`src/hw/rtl/sxt_pkg.sv`:
```
// Shared types and character constants for the S-expression tokenizer.
package sxt_pkg;

  typedef enum logic [3:0] {
    KIND_SYMBOL     = 4'd0,
    KIND_STRING     = 4'd1,
    KIND_LPAR       = 4'd2,
    KIND_RPAR       = 4'd3,
    KIND_QUOTE      = 4'd4,
    KIND_SHARP      = 4'd5,
    KIND_QUASIQUOTE = 4'd6,
    KIND_UNQUOTE    = 4'd7,
    KIND_SEMICOLON  = 4'd8,
    KIND_REF        = 4'd9,
    KIND_KEYWORD    = 4'd10
  } kind_e;

  typedef enum logic [5:0] {
    MODE_IDLE = 6'b000001,
    MODE_SYM  = 6'b000010,
    MODE_STR  = 6'b000100,
    MODE_ESC  = 6'b001000,
    MODE_HEX1 = 6'b010000,
    MODE_HEX2 = 6'b100000
  } mode_e;

  typedef struct packed {
    kind_e      kind;
    logic [7:0] char_value;
    logic       has_char;
    logic       token_start;
    logic       token_end;
    logic       last_of_run;
  } result_t;

  localparam logic [7:0] CH_LPAR    = 8'h28;
  localparam logic [7:0] CH_RPAR    = 8'h29;
  localparam logic [7:0] CH_QUOTE   = 8'h27;
  localparam logic [7:0] CH_DQUOTE  = 8'h22;
  localparam logic [7:0] CH_SHARP   = 8'h23;
  localparam logic [7:0] CH_BTICK   = 8'h60;
  localparam logic [7:0] CH_COMMA   = 8'h2C;
  localparam logic [7:0] CH_SEMI    = 8'h3B;
  localparam logic [7:0] CH_AMP     = 8'h26;
  localparam logic [7:0] CH_COLON   = 8'h3A;
  localparam logic [7:0] CH_BSLASH  = 8'h5C;
  localparam logic [7:0] CH_LOW_X   = 8'h78;
  localparam logic [7:0] CH_LOW_A   = 8'h61;
  localparam logic [7:0] CH_LOW_B   = 8'h62;
  localparam logic [7:0] CH_LOW_T   = 8'h74;
  localparam logic [7:0] CH_LOW_V   = 8'h76;
  localparam logic [7:0] CH_LOW_N   = 8'h6E;
  localparam logic [7:0] CH_LOW_R   = 8'h72;
  localparam logic [7:0] CH_DIGIT_0 = 8'h30;
  localparam logic [7:0] CH_DIGIT_9 = 8'h39;
  localparam logic [7:0] CH_UP_A    = 8'h41;
  localparam logic [7:0] CH_UP_Z    = 8'h5A;
  localparam logic [7:0] CH_GRAPH_LO = 8'h21;
  localparam logic [7:0] CH_GRAPH_HI = 8'h7E;

  localparam logic [7:0] CASE_OFFSET = 8'd32;
  // 'a' - 10: letters a..f map to 10..15
  localparam logic [7:0] HEX_ALPHA_BIAS = 8'd87;

endpackage

```
`src/hw/rtl/sxt_in_if.sv`:
```
// Input channel: one source byte or an end-of-input mark per transaction.
interface sxt_in_if;
  logic       valid;
  logic       ready;
  logic [7:0] in_byte;
  logic       end_of_input;

  modport source (output valid, output in_byte, output end_of_input, input ready);
  modport sink   (input valid, input in_byte, input end_of_input, output ready);
endinterface

```
`src/hw/rtl/sxt_out_if.sv`:
```
// Output channel: one token result per transaction.
interface sxt_out_if;
  logic       valid;
  logic       ready;
  logic [3:0] token_kind;
  logic [7:0] char_value;
  logic       has_char;
  logic       token_start;
  logic       token_end;
  logic       last_of_run;

  modport source (output valid, output token_kind, output char_value, output has_char,
                  output token_start, output token_end, output last_of_run, input ready);
  modport sink   (input valid, input token_kind, input char_value, input has_char,
                  input token_start, input token_end, input last_of_run, output ready);
endinterface

```
`src/hw/rtl/sexpr_tokenizer.sv`:
```
// Top level of the S-expression tokenizer: lexer state machine and result queue.
//
//   channel | dir | transaction moves
//   --------+-----+-----------------------------------------------------------
//   in_i    | in  | one source byte, or an end-of-input mark
//   out_o   | out | one token result (kind, char, start/end flags, last flag)
//
// Timing: one byte per cycle while out_o keeps up; its zero, one or two results
//   are written into the registered queue at the accepting edge and offered on out_o from there.
// Rate: a byte is taken only while two of the four queue entries are free. A symbol
//   closed by punctuation gives two results, so short symbols back to back outrun
//   the one-result-per-cycle output and hold intake now and then.
// Reset: asynchronous, active low; clears the lexer mode to idle, the hex
//   accumulator and the queue pointers.
// Stalls: out_o.ready low holds the queue head; in_i.ready drops once fewer
//   than two entries are free.
module sexpr_tokenizer (
  input  logic            clk_i,
  input  logic            rst_ni,
  sxt_in_if.sink          in_i,
  sxt_out_if.source       out_o
);

  localparam int unsigned Depth = 4;
  localparam int unsigned PtrW  = $clog2(Depth);

  // ---------------------------------------------------------------------------
  // Character helpers
  // ---------------------------------------------------------------------------
  function automatic logic is_graphic(logic [7:0] b);
    return b inside {[sxt_pkg::CH_GRAPH_LO:sxt_pkg::CH_GRAPH_HI]};
  endfunction

  function automatic logic is_breaker(logic [7:0] b);
    return b inside {sxt_pkg::CH_LPAR, sxt_pkg::CH_RPAR, sxt_pkg::CH_QUOTE,
                     sxt_pkg::CH_DQUOTE, sxt_pkg::CH_SHARP, sxt_pkg::CH_BTICK,
                     sxt_pkg::CH_COMMA, sxt_pkg::CH_SEMI, sxt_pkg::CH_COLON};
  endfunction

  // Any byte is taken as a digit: non-decimal bytes are biased by 'a'-10, upper-case letters lowered first.
  function automatic logic [7:0] hex_val(logic [7:0] b);
    logic [7:0] low;
    low = b;
    if (b inside {[sxt_pkg::CH_DIGIT_0:sxt_pkg::CH_DIGIT_9]}) begin
      return b - sxt_pkg::CH_DIGIT_0;
    end
    if (b inside {[sxt_pkg::CH_UP_A:sxt_pkg::CH_UP_Z]}) begin
      low = b + sxt_pkg::CASE_OFFSET;
    end
    return low - sxt_pkg::HEX_ALPHA_BIAS;
  endfunction

  function automatic logic [7:0] unescape(logic [7:0] b);
    logic [7:0] r;
    case (b)
      sxt_pkg::CH_LOW_A: r = 8'd7;
      sxt_pkg::CH_LOW_B: r = 8'd8;
      sxt_pkg::CH_LOW_T: r = 8'd9;
      sxt_pkg::CH_LOW_V: r = 8'd11;
      sxt_pkg::CH_LOW_N: r = 8'd10;
      sxt_pkg::CH_LOW_R: r = 8'd13;
      default:           r = b;
    endcase
    return r;
  endfunction

  function automatic sxt_pkg::result_t make_res(sxt_pkg::kind_e kind, logic [7:0] ch,
                                                logic has, logic st, logic en);
    sxt_pkg::result_t r;
    r.kind        = kind;
    r.char_value  = ch;
    r.has_char    = has;
    r.token_start = st;
    r.token_end   = en;
    r.last_of_run = 1'b0;
    return r;
  endfunction

  // ---------------------------------------------------------------------------
  // Lexer state
  // ---------------------------------------------------------------------------
  sxt_pkg::mode_e   mode_q, mode_d;
  logic [7:0]       hex_q, hex_d;

  logic             in_acc;
  logic [7:0]       b;
  logic             eoi;

  // What a byte does when seen from idle mode
  logic             idle_v;
  sxt_pkg::result_t idle_r;
  sxt_pkg::mode_e   idle_m;

  logic             v0, v1;
  sxt_pkg::result_t r0, r1;

  assign b      = in_i.in_byte;
  assign eoi    = in_i.end_of_input;
  assign in_acc = in_i.valid & in_i.ready;

  always_comb begin
    idle_v = 1'b1;
    idle_m = sxt_pkg::MODE_IDLE;
    idle_r = make_res(sxt_pkg::KIND_SYMBOL, b, 1'b1, 1'b1, 1'b1);
    case (b)
      sxt_pkg::CH_LPAR:   idle_r.kind = sxt_pkg::KIND_LPAR;
      sxt_pkg::CH_RPAR:   idle_r.kind = sxt_pkg::KIND_RPAR;
      sxt_pkg::CH_QUOTE:  idle_r.kind = sxt_pkg::KIND_QUOTE;
      sxt_pkg::CH_SHARP:  idle_r.kind = sxt_pkg::KIND_SHARP;
      sxt_pkg::CH_BTICK:  idle_r.kind = sxt_pkg::KIND_QUASIQUOTE;
      sxt_pkg::CH_COMMA:  idle_r.kind = sxt_pkg::KIND_UNQUOTE;
      sxt_pkg::CH_SEMI:   idle_r.kind = sxt_pkg::KIND_SEMICOLON;
      sxt_pkg::CH_AMP:    idle_r.kind = sxt_pkg::KIND_REF;
      sxt_pkg::CH_COLON:  idle_r.kind = sxt_pkg::KIND_KEYWORD;
      sxt_pkg::CH_DQUOTE: begin
        // open a string: start marker with no character
        idle_r = make_res(sxt_pkg::KIND_STRING, 8'd0, 1'b0, 1'b1, 1'b0);
        idle_m = sxt_pkg::MODE_STR;
      end
      default: begin
        if (is_graphic(b)) begin
          // first character of a symbol
          idle_r = make_res(sxt_pkg::KIND_SYMBOL, b, 1'b1, 1'b1, 1'b0);
          idle_m = sxt_pkg::MODE_SYM;
        end else begin
          // whitespace and non-graphic bytes: drop
          idle_v = 1'b0;
        end
      end
    endcase
  end

  always_comb begin
    mode_d = mode_q;
    hex_d  = hex_q;
    v0     = 1'b0;
    v1     = 1'b0;
    r0     = make_res(sxt_pkg::KIND_SYMBOL, 8'd0, 1'b0, 1'b0, 1'b0);
    r1     = r0;

    if (eoi) begin
      // close whatever is open; a partial escape is dropped
      mode_d = sxt_pkg::MODE_IDLE;
      hex_d  = 8'd0;
      if (mode_q == sxt_pkg::MODE_SYM) begin
        v0 = 1'b1;
        r0 = make_res(sxt_pkg::KIND_SYMBOL, 8'd0, 1'b0, 1'b0, 1'b1);
      end else if (mode_q inside {sxt_pkg::MODE_STR, sxt_pkg::MODE_ESC,
                                  sxt_pkg::MODE_HEX1, sxt_pkg::MODE_HEX2}) begin
        v0 = 1'b1;
        r0 = make_res(sxt_pkg::KIND_STRING, 8'd0, 1'b0, 1'b0, 1'b1);
      end
    end else begin
      case (mode_q)
        sxt_pkg::MODE_SYM: begin
          if (is_graphic(b) && !is_breaker(b)) begin
            v0 = 1'b1;
            r0 = make_res(sxt_pkg::KIND_SYMBOL, b, 1'b1, 1'b0, 1'b0);
          end else begin
            // close the symbol, then treat the byte as if idle
            v0     = 1'b1;
            r0     = make_res(sxt_pkg::KIND_SYMBOL, 8'd0, 1'b0, 1'b0, 1'b1);
            v1     = idle_v;
            r1     = idle_r;
            mode_d = idle_m;
          end
        end
        sxt_pkg::MODE_STR: begin
          if (b == sxt_pkg::CH_BSLASH) begin
            mode_d = sxt_pkg::MODE_ESC;
          end else if (b == sxt_pkg::CH_DQUOTE) begin
            mode_d = sxt_pkg::MODE_IDLE;
            v0     = 1'b1;
            r0     = make_res(sxt_pkg::KIND_STRING, 8'd0, 1'b0, 1'b0, 1'b1);
          end else begin
            v0 = 1'b1;
            r0 = make_res(sxt_pkg::KIND_STRING, b, 1'b1, 1'b0, 1'b0);
          end
        end
        sxt_pkg::MODE_ESC: begin
          if (b == sxt_pkg::CH_LOW_X) begin
            hex_d  = 8'd0;
            mode_d = sxt_pkg::MODE_HEX1;
          end else begin
            mode_d = sxt_pkg::MODE_STR;
            v0     = 1'b1;
            r0     = make_res(sxt_pkg::KIND_STRING, unescape(b), 1'b1, 1'b0, 1'b0);
          end
        end
        sxt_pkg::MODE_HEX1: begin
          hex_d  = hex_val(b);
          mode_d = sxt_pkg::MODE_HEX2;
        end
        sxt_pkg::MODE_HEX2: begin
          // only the low nibble of the first digit survives the 8-bit truncation
          v0     = 1'b1;
          r0     = make_res(sxt_pkg::KIND_STRING, {hex_q[3:0], 4'd0} + hex_val(b),
                            1'b1, 1'b0, 1'b0);
          hex_d  = 8'd0;
          mode_d = sxt_pkg::MODE_STR;
        end
        default: begin
          mode_d = idle_m;
          v0     = idle_v;
          r0     = idle_r;
        end
      endcase
    end

    // flag the final result of this byte
    if (v1) begin
      r1.last_of_run = 1'b1;
    end else begin
      r0.last_of_run = 1'b1;
    end
  end

  always_ff @(posedge clk_i or negedge rst_ni) begin
    if (!rst_ni) begin
      mode_q <= sxt_pkg::MODE_IDLE;
      hex_q  <= 8'd0;
    end else if (in_acc) begin
      mode_q <= mode_d;
      hex_q  <= hex_d;
    end
  end

  // ---------------------------------------------------------------------------
  // Result queue
  // ---------------------------------------------------------------------------
  sxt_pkg::result_t fifo_q [Depth];
  logic [PtrW-1:0]  wptr_q, rptr_q;
  logic [PtrW:0]    count_q;
  logic [PtrW-1:0]  wptr_nxt;
  logic             wr0, wr1, pop;
  logic [1:0]       n_wr;
  sxt_pkg::result_t head;

  assign wr0      = in_acc & v0;
  assign wr1      = in_acc & v1;
  assign n_wr     = {1'b0, wr0} + {1'b0, wr1};
  assign wptr_nxt = wptr_q + PtrW'(1);
  assign pop      = out_o.valid & out_o.ready;

  // take a byte only while room remains for its worst case of two results
  assign in_i.ready = (count_q <= (PtrW+1)'(Depth - 2));

  always_ff @(posedge clk_i) begin
    if (wr0) begin
      fifo_q[wptr_q] <= r0;
    end
    if (wr1) begin
      fifo_q[wptr_nxt] <= r1;
    end
  end

  always_ff @(posedge clk_i or negedge rst_ni) begin
    if (!rst_ni) begin
      wptr_q  <= '0;
      rptr_q  <= '0;
      count_q <= '0;
    end else begin
      wptr_q  <= wptr_q + PtrW'(n_wr);
      if (pop) begin
        rptr_q <= rptr_q + PtrW'(1);
      end
      count_q <= count_q + (PtrW+1)'(n_wr) - (PtrW+1)'(pop);
    end
  end

  assign head              = fifo_q[rptr_q];
  assign out_o.valid       = (count_q != '0);
  assign out_o.token_kind  = head.kind;
  assign out_o.char_value  = head.char_value;
  assign out_o.has_char    = head.has_char;
  assign out_o.token_start = head.token_start;
  assign out_o.token_end   = head.token_end;
  assign out_o.last_of_run = head.last_of_run;

  // ---------------------------------------------------------------------------
  // Assertions
  // ---------------------------------------------------------------------------
  a_count_bound: assert property (@(posedge clk_i) disable iff (!rst_ni)
    count_q <= (PtrW+1)'(Depth))
    else $error("result queue count beyond depth");

  a_ptr_match: assert property (@(posedge clk_i) disable iff (!rst_ni)
    (count_q != (PtrW+1)'(Depth)) |-> (count_q[PtrW-1:0] == PtrW'(wptr_q - rptr_q)))
    else $error("queue pointers disagree with count");

  a_eoi_idle: assert property (@(posedge clk_i) disable iff (!rst_ni)
    (in_acc && eoi) |=> (mode_q == sxt_pkg::MODE_IDLE && hex_q == 8'd0))
    else $error("end of input did not return the lexer to idle");

  a_run_complete: assert property (@(posedge clk_i) disable iff (!rst_ni)
    (out_o.valid && !out_o.last_of_run) |-> (count_q >= (PtrW+1)'(2)))
    else $error("result run split without its final entry queued");

endmodule
```
`src/flat_wrapper.sv`:
```
// flat-port wrapper written by rule: the top's interface ports become plain ports
module sexpr_tokenizer_flat 
  (clk_i, rst_ni, in_i_valid, in_i_in_byte, in_i_end_of_input, in_i_ready, out_o_valid, out_o_token_kind, out_o_char_value, out_o_has_char, out_o_token_start, out_o_token_end, out_o_last_of_run, out_o_ready);
  sxt_in_if in_i_i ();
  sxt_out_if out_o_i ();
  input  logic clk_i;
  input  logic rst_ni;
  input wire logic [$bits(in_i_i.valid)-1:0] in_i_valid;
  input wire logic [$bits(in_i_i.in_byte)-1:0] in_i_in_byte;
  input wire logic [$bits(in_i_i.end_of_input)-1:0] in_i_end_of_input;
  output wire logic [$bits(in_i_i.ready)-1:0] in_i_ready;
  output wire logic [$bits(out_o_i.valid)-1:0] out_o_valid;
  output wire logic [$bits(out_o_i.token_kind)-1:0] out_o_token_kind;
  output wire logic [$bits(out_o_i.char_value)-1:0] out_o_char_value;
  output wire logic [$bits(out_o_i.has_char)-1:0] out_o_has_char;
  output wire logic [$bits(out_o_i.token_start)-1:0] out_o_token_start;
  output wire logic [$bits(out_o_i.token_end)-1:0] out_o_token_end;
  output wire logic [$bits(out_o_i.last_of_run)-1:0] out_o_last_of_run;
  input wire logic [$bits(out_o_i.ready)-1:0] out_o_ready;
  assign in_i_i.valid = in_i_valid;
  assign in_i_i.in_byte = in_i_in_byte;
  assign in_i_i.end_of_input = in_i_end_of_input;
  assign in_i_ready = in_i_i.ready;
  assign out_o_valid = out_o_i.valid;
  assign out_o_token_kind = out_o_i.token_kind;
  assign out_o_char_value = out_o_i.char_value;
  assign out_o_has_char = out_o_i.has_char;
  assign out_o_token_start = out_o_i.token_start;
  assign out_o_token_end = out_o_i.token_end;
  assign out_o_last_of_run = out_o_i.last_of_run;
  assign out_o_i.ready = out_o_ready;
  sexpr_tokenizer u_core (.clk_i(clk_i), .rst_ni(rst_ni), .in_i(in_i_i), .out_o(out_o_i));
endmodule
```
`config.mk`:
```
export PLATFORM = sky130hd
export DESIGN_NAME = sexpr_tokenizer_flat
export DESIGN_NICKNAME = d
export VERILOG_FILES = /design/src/hw/rtl/sxt_pkg.sv /design/src/hw/rtl/sxt_in_if.sv /design/src/hw/rtl/sxt_out_if.sv /design/src/hw/rtl/sexpr_tokenizer.sv /design/src/flat_wrapper.sv
export SDC_FILE = /design/constraint.sdc
export NUM_CORES = 1
export LEC_CHECK = 0
export BUFFER_PORTS_ARGS = -buffer_cell sky130_fd_sc_hd__clkbuf_2
export CELL_PAD_IN_SITES_DETAIL_PLACEMENT = 1
export CELL_PAD_IN_SITES_GLOBAL_PLACEMENT = 1
export CORE_ASPECT_RATIO = 0.9
export CORE_UTILIZATION = 49
export CTS_CLUSTER_SIZE = 10
export DETAILED_ROUTE_END_ITERATION = 16
export PLACE_DENSITY = 0.92
export SLEW_MARGIN = 25
export SYNTH_ARGS = -nofsm -noshare
export SYNTH_HDL_FRONTEND = slang
export SYNTH_SLANG_ARGS = --single-unit
```
`constraint.sdc`:
```
create_clock -name clk_i -period 4.3 [get_ports clk_i]
set_clock_uncertainty 0.15 [all_clocks]
set_input_delay 0 -clock clk_i [delete_from_list [all_inputs] [get_ports clk_i]]
set_output_delay 0 -clock clk_i [all_outputs]
set_load 0.005 [all_outputs]
```
==> results by group <==
Outcome
  – Status: completed

Yosys
  – Yosys reg bits: between 80 and 90
  – Synth async-reset ratio: 21.0%
  – Mean Syn Cell Area: a little over 10 um2
  – Yosys cell types: between 70 and 80
  – Yosys warnings: 0
  – Mapped Area: about 0.0052 mm2
  – Leading area contributor after synthesis: edfxtp_1
  – Dominant synthesized flop cell: edfxtp_1
  – Post-synth net total: ~540
  – Synth Instances: ~500
  – EDFF count, synth: 64
  – Top cells by area, synth: edfxtp_1 (37%), dfrtp_1 (7.7%), mux4_2 (6.9%)
  – Yosys top cell area share: a little under two fifths
  – Post-synthesis sequential area ratio: 45.1%

Power
  – Lkg Pwr: approximately 2.1 nW
  – PD cells: 458 mW/mm2
  – Maximum vdd drop: 0.316 mV

Critical path
  – Cell mode on critical path: ha_1
  – Setup crit end kind: register
  – CP Data Required Time: between 4 and 5 ns
  – Startpoint types: register
  – R2R Setup Slk: between 0.5 and 0.6 ns
  – Reg2reg start: u_core.mode_q[2]$_DFFE_PN0P_
  – Bufs and invs on worst path: 1
  – CP top delay family: simple AND/OR/NAND/NOR gates
  – Worst flop-to-flop path endpoint: u_core.count_q[2]$_DFF_PN0_
  – Worst path cell trace: nor4b_2 > a21oi_1 > a211o_1 > or4_1 > o21ai_1 > nor2_1 > ha_1 > inv_1 > ha_1 > fa_1 > xor2_1 > xnor2_1
  – Worst reg2reg path depth: 12
  – Crit path kind: reg2reg
  – CP peak stage delay: about 0.52 ns
  – Worst Path Max Fanout: 7
  – Critical path data arrival time: about 3.8 ns
  – Crit path depth: 12
  – Worst path slowest cell: or4_1

Global route
  – Initial antenna violation count: 0
  – First-pass GRT wire length: roughly 26 mm
  – Largest net degree at the start of global routing: 23
  – Total gr overflow: 0
  – Vias in the first global route: approximately 4500
  – Total Routing Usage GR: 30.8%

Timing
  – Fin. max-slew vios: 0
  – Unrepaired setup endpoints after global routing: no
  – Final period util: roughly 88%
  – Worst Tran Pin Value: 0.875 ns
  – Min Hold Slack: around 0.11 ns
  – Final setup vio count: 0
  – Fin Setup TNS: 0 ns
  – Crit path time final: ~3.8 ns
  – Slew headroom: approximately 41%
  – Max Clock Freq: 266 MHz
  – Final Hold Viols: 0
  – Final WS setup: ~0.53 ns

Floorplan
  – Die ar.: approximately 0.011 mm2
  – Die Wd: about 110 um
  – Rows: 35
  – Num ports: 31
  – Core area: approximately 0.010 mm2
  – Die H: 99.8 um
  – Initial Util: 50.6%

Routing
  – Vias: 4455
  – Final antenna-violating net count: 0
  – DR pass1 iterations: 5
  – Routed vias/inst: ~6.7
  – Initial DRC Count: between 400 and 500
  – Residual DRC: 0
  – Routed len/inst: ~25 um
  – Total wire length: 16.5 mm

Placement
  – Post-DP Area: about 0.0055 mm2
  – IO buf count: 30
  – Place WS: about 0.48 ns
  – HPWL after detailed placement: 11.6 mm
  – RePlAce Congestion: 0.938
  – Dpl cells: roughly 640

Min path
  – Hold Startpoint: in_i_in_byte[4]
  – Hold crit path type: in2reg
  – Hold path cells: 3
  – Hold Path End: u_core.fifo_q[2][8]$_DFFE_PP_

CTS
  – Post-CTS setup repair buffer count: 0
  – CTS Hold Buffers Added: 5
  – CTS H-tree lvls: 3
  – PostCTS Resize Cnt: 0
  – CTS root buf: clkbuf_16
  – CTS tree: built
  – TritonCTS buffer count: 9
  – Skew-Pair Late Insertion Delay: between 0.3 and 0.4 ns
  – Reg clk slew, reported paths: about 0.070 ns
  – CTS sink count: between 80 and 90
  – Clock Tree Buf Depth: 2

Flow run
  – # Max-Cap Violations: 0

Layout
  – Layout net count: 564
  – Diode count: 0
  – Area Overhead vs Synth: 11.5%
  – Layout cells sized above 1: around 18%
  – Finished layout cell area: between 0.005 and 0.006 mm2
  – Final Instance Count excl. Fillers: about 660
## worst max-delay path by stage
stage / endpoint / start
after detailed placement: u_core.fifo_q[0][11]$_DFFE_PP_ / in_i_in_byte[0]
final: u_core.count_q[2]$_DFF_PN0_ / u_core.mode_q[2]$_DFFE_PN0P_
after global routing: u_core.count_q[2]$_DFF_PN0_ / u_core.mode_q[2]$_DFFE_PN0P_
after global placement: u_core.count_q[2]$_DFF_PN0_ / in_i_in_byte[4]
after floorplan: u_core.fifo_q[0][0]$_DFFE_PP_ / u_core.mode_q[1]$_DFFE_PN0P_
after CTS: u_core.count_q[2]$_DFF_PN0_ / u_core.mode_q[2]$_DFFE_PN0P_
## state kept, by name, indices dropped and copies added (netlist names)
| name | cells |
|---|---|
| u_core.fifo_q | 64 |
| u_core.hex_q | 4 |
| u_core.mode_q | 6 |
| u_core.wptr_q | 2 |
| u_core.count_q | 3 |
| u_core.rptr_q | 2 |
## power breakdown
part	internal, mW	switching (mW)
logic	0.371	0.447
clock network	0.413	0.342
registers	0.943	0.145
total	1.73	0.934
## per-layer routing
layer	up-vias	share of wire (%)	track usage, %
met1	2213	40	40.2
li1	1958	-	-
met4	0	2.6	10.1
met5	-	0	0
met3	39	8.2	5.80
met2	245	50	52.3
## synthesized netlist by cell type, drive strengths merged, types with 5 or more instances
library cell,number
a211oi,5
a21o,6
a21oi,26
a31oi,10
and2,6
and3,6
buf,16
clkbuf,12
dfrtp,16
edfxtp,64
ha,19
inv,24
mux4,16
nand2,45
nand3,19
nand4,5
nor2,45
nor2b,5
nor3,10
o211ai,6
o21ai,53
o22ai,8
or2,5
xnor2,13
## metrics by stage
step	util [%]	total power, mW
after floorplan	-	1.61
after global placement	53.1	1.83
after detailed placement	53.1	1.90
after CTS	56.4	2.66
after global routing	56.4	2.78
final	56.4	2.66
## final cells by class
class / instances / area (um2)
clock inverter: 6 / 50.0
inverter: 24 / 90.1
fill: 1125 / 4490
tap: 129 / 161
clock buffer: 10 / 239
multi-input combinational: 370 / 2650
sequential: 81 / 2350
timing repair buffer: 44 / 268
## worst reg2reg max path, cell delays in order (launching register included)
cell	delay, ns
dfrtp_1	0.44
nor4b_2	0.41
a21oi_1	0.08
a211o_1	0.36
or4_1	0.52
o21ai_1	0.29
nor2_1	0.09
ha_1	0.25
inv_1	0.07
ha_1	0.25
fa_1	0.44
xor2_1	0.17
xnor2_1	0.12
## cells by family after synthesis
group                    Yosys count  share of synthesized area, %
XOR/XNOR                          16                          2.69
adder cells (fa/ha/maj)           21                          5.33
flip-flops                        81                          45.1
AND/OR/NAND/NOR                  169                          16.5
AO/OA/AOI/OAI                    145                          18.6
multiplexers                      19                          7.52
buffers and inverters             52                          4.20
## cell usage in the layout, fill, tap and decap left out, types with 6 or more instances in the layout
| master | instances |
|---|---|
| a21oi_1 | 25 |
| nor3_1 | 9 |
| o22ai_1 | 8 |
| buf_4 | 9 |
| nand2_1 | 45 |
| dfrtp_1 | 15 |
| edfxtp_1 | 64 |
| o21ai_1 | 31 |
| clkbuf_16 | 9 |
| mux4_2 | 16 |
| a31oi_1 | 9 |
| ha_1 | 19 |
| o21ai_0 | 22 |
| nor2_1 | 44 |
| inv_1 | 22 |
| clkbuf_2 | 30 |
| and2_1 | 6 |
| nand3_1 | 19 |
| xnor2_1 | 13 |
Power figures use the tool's default switching activity.
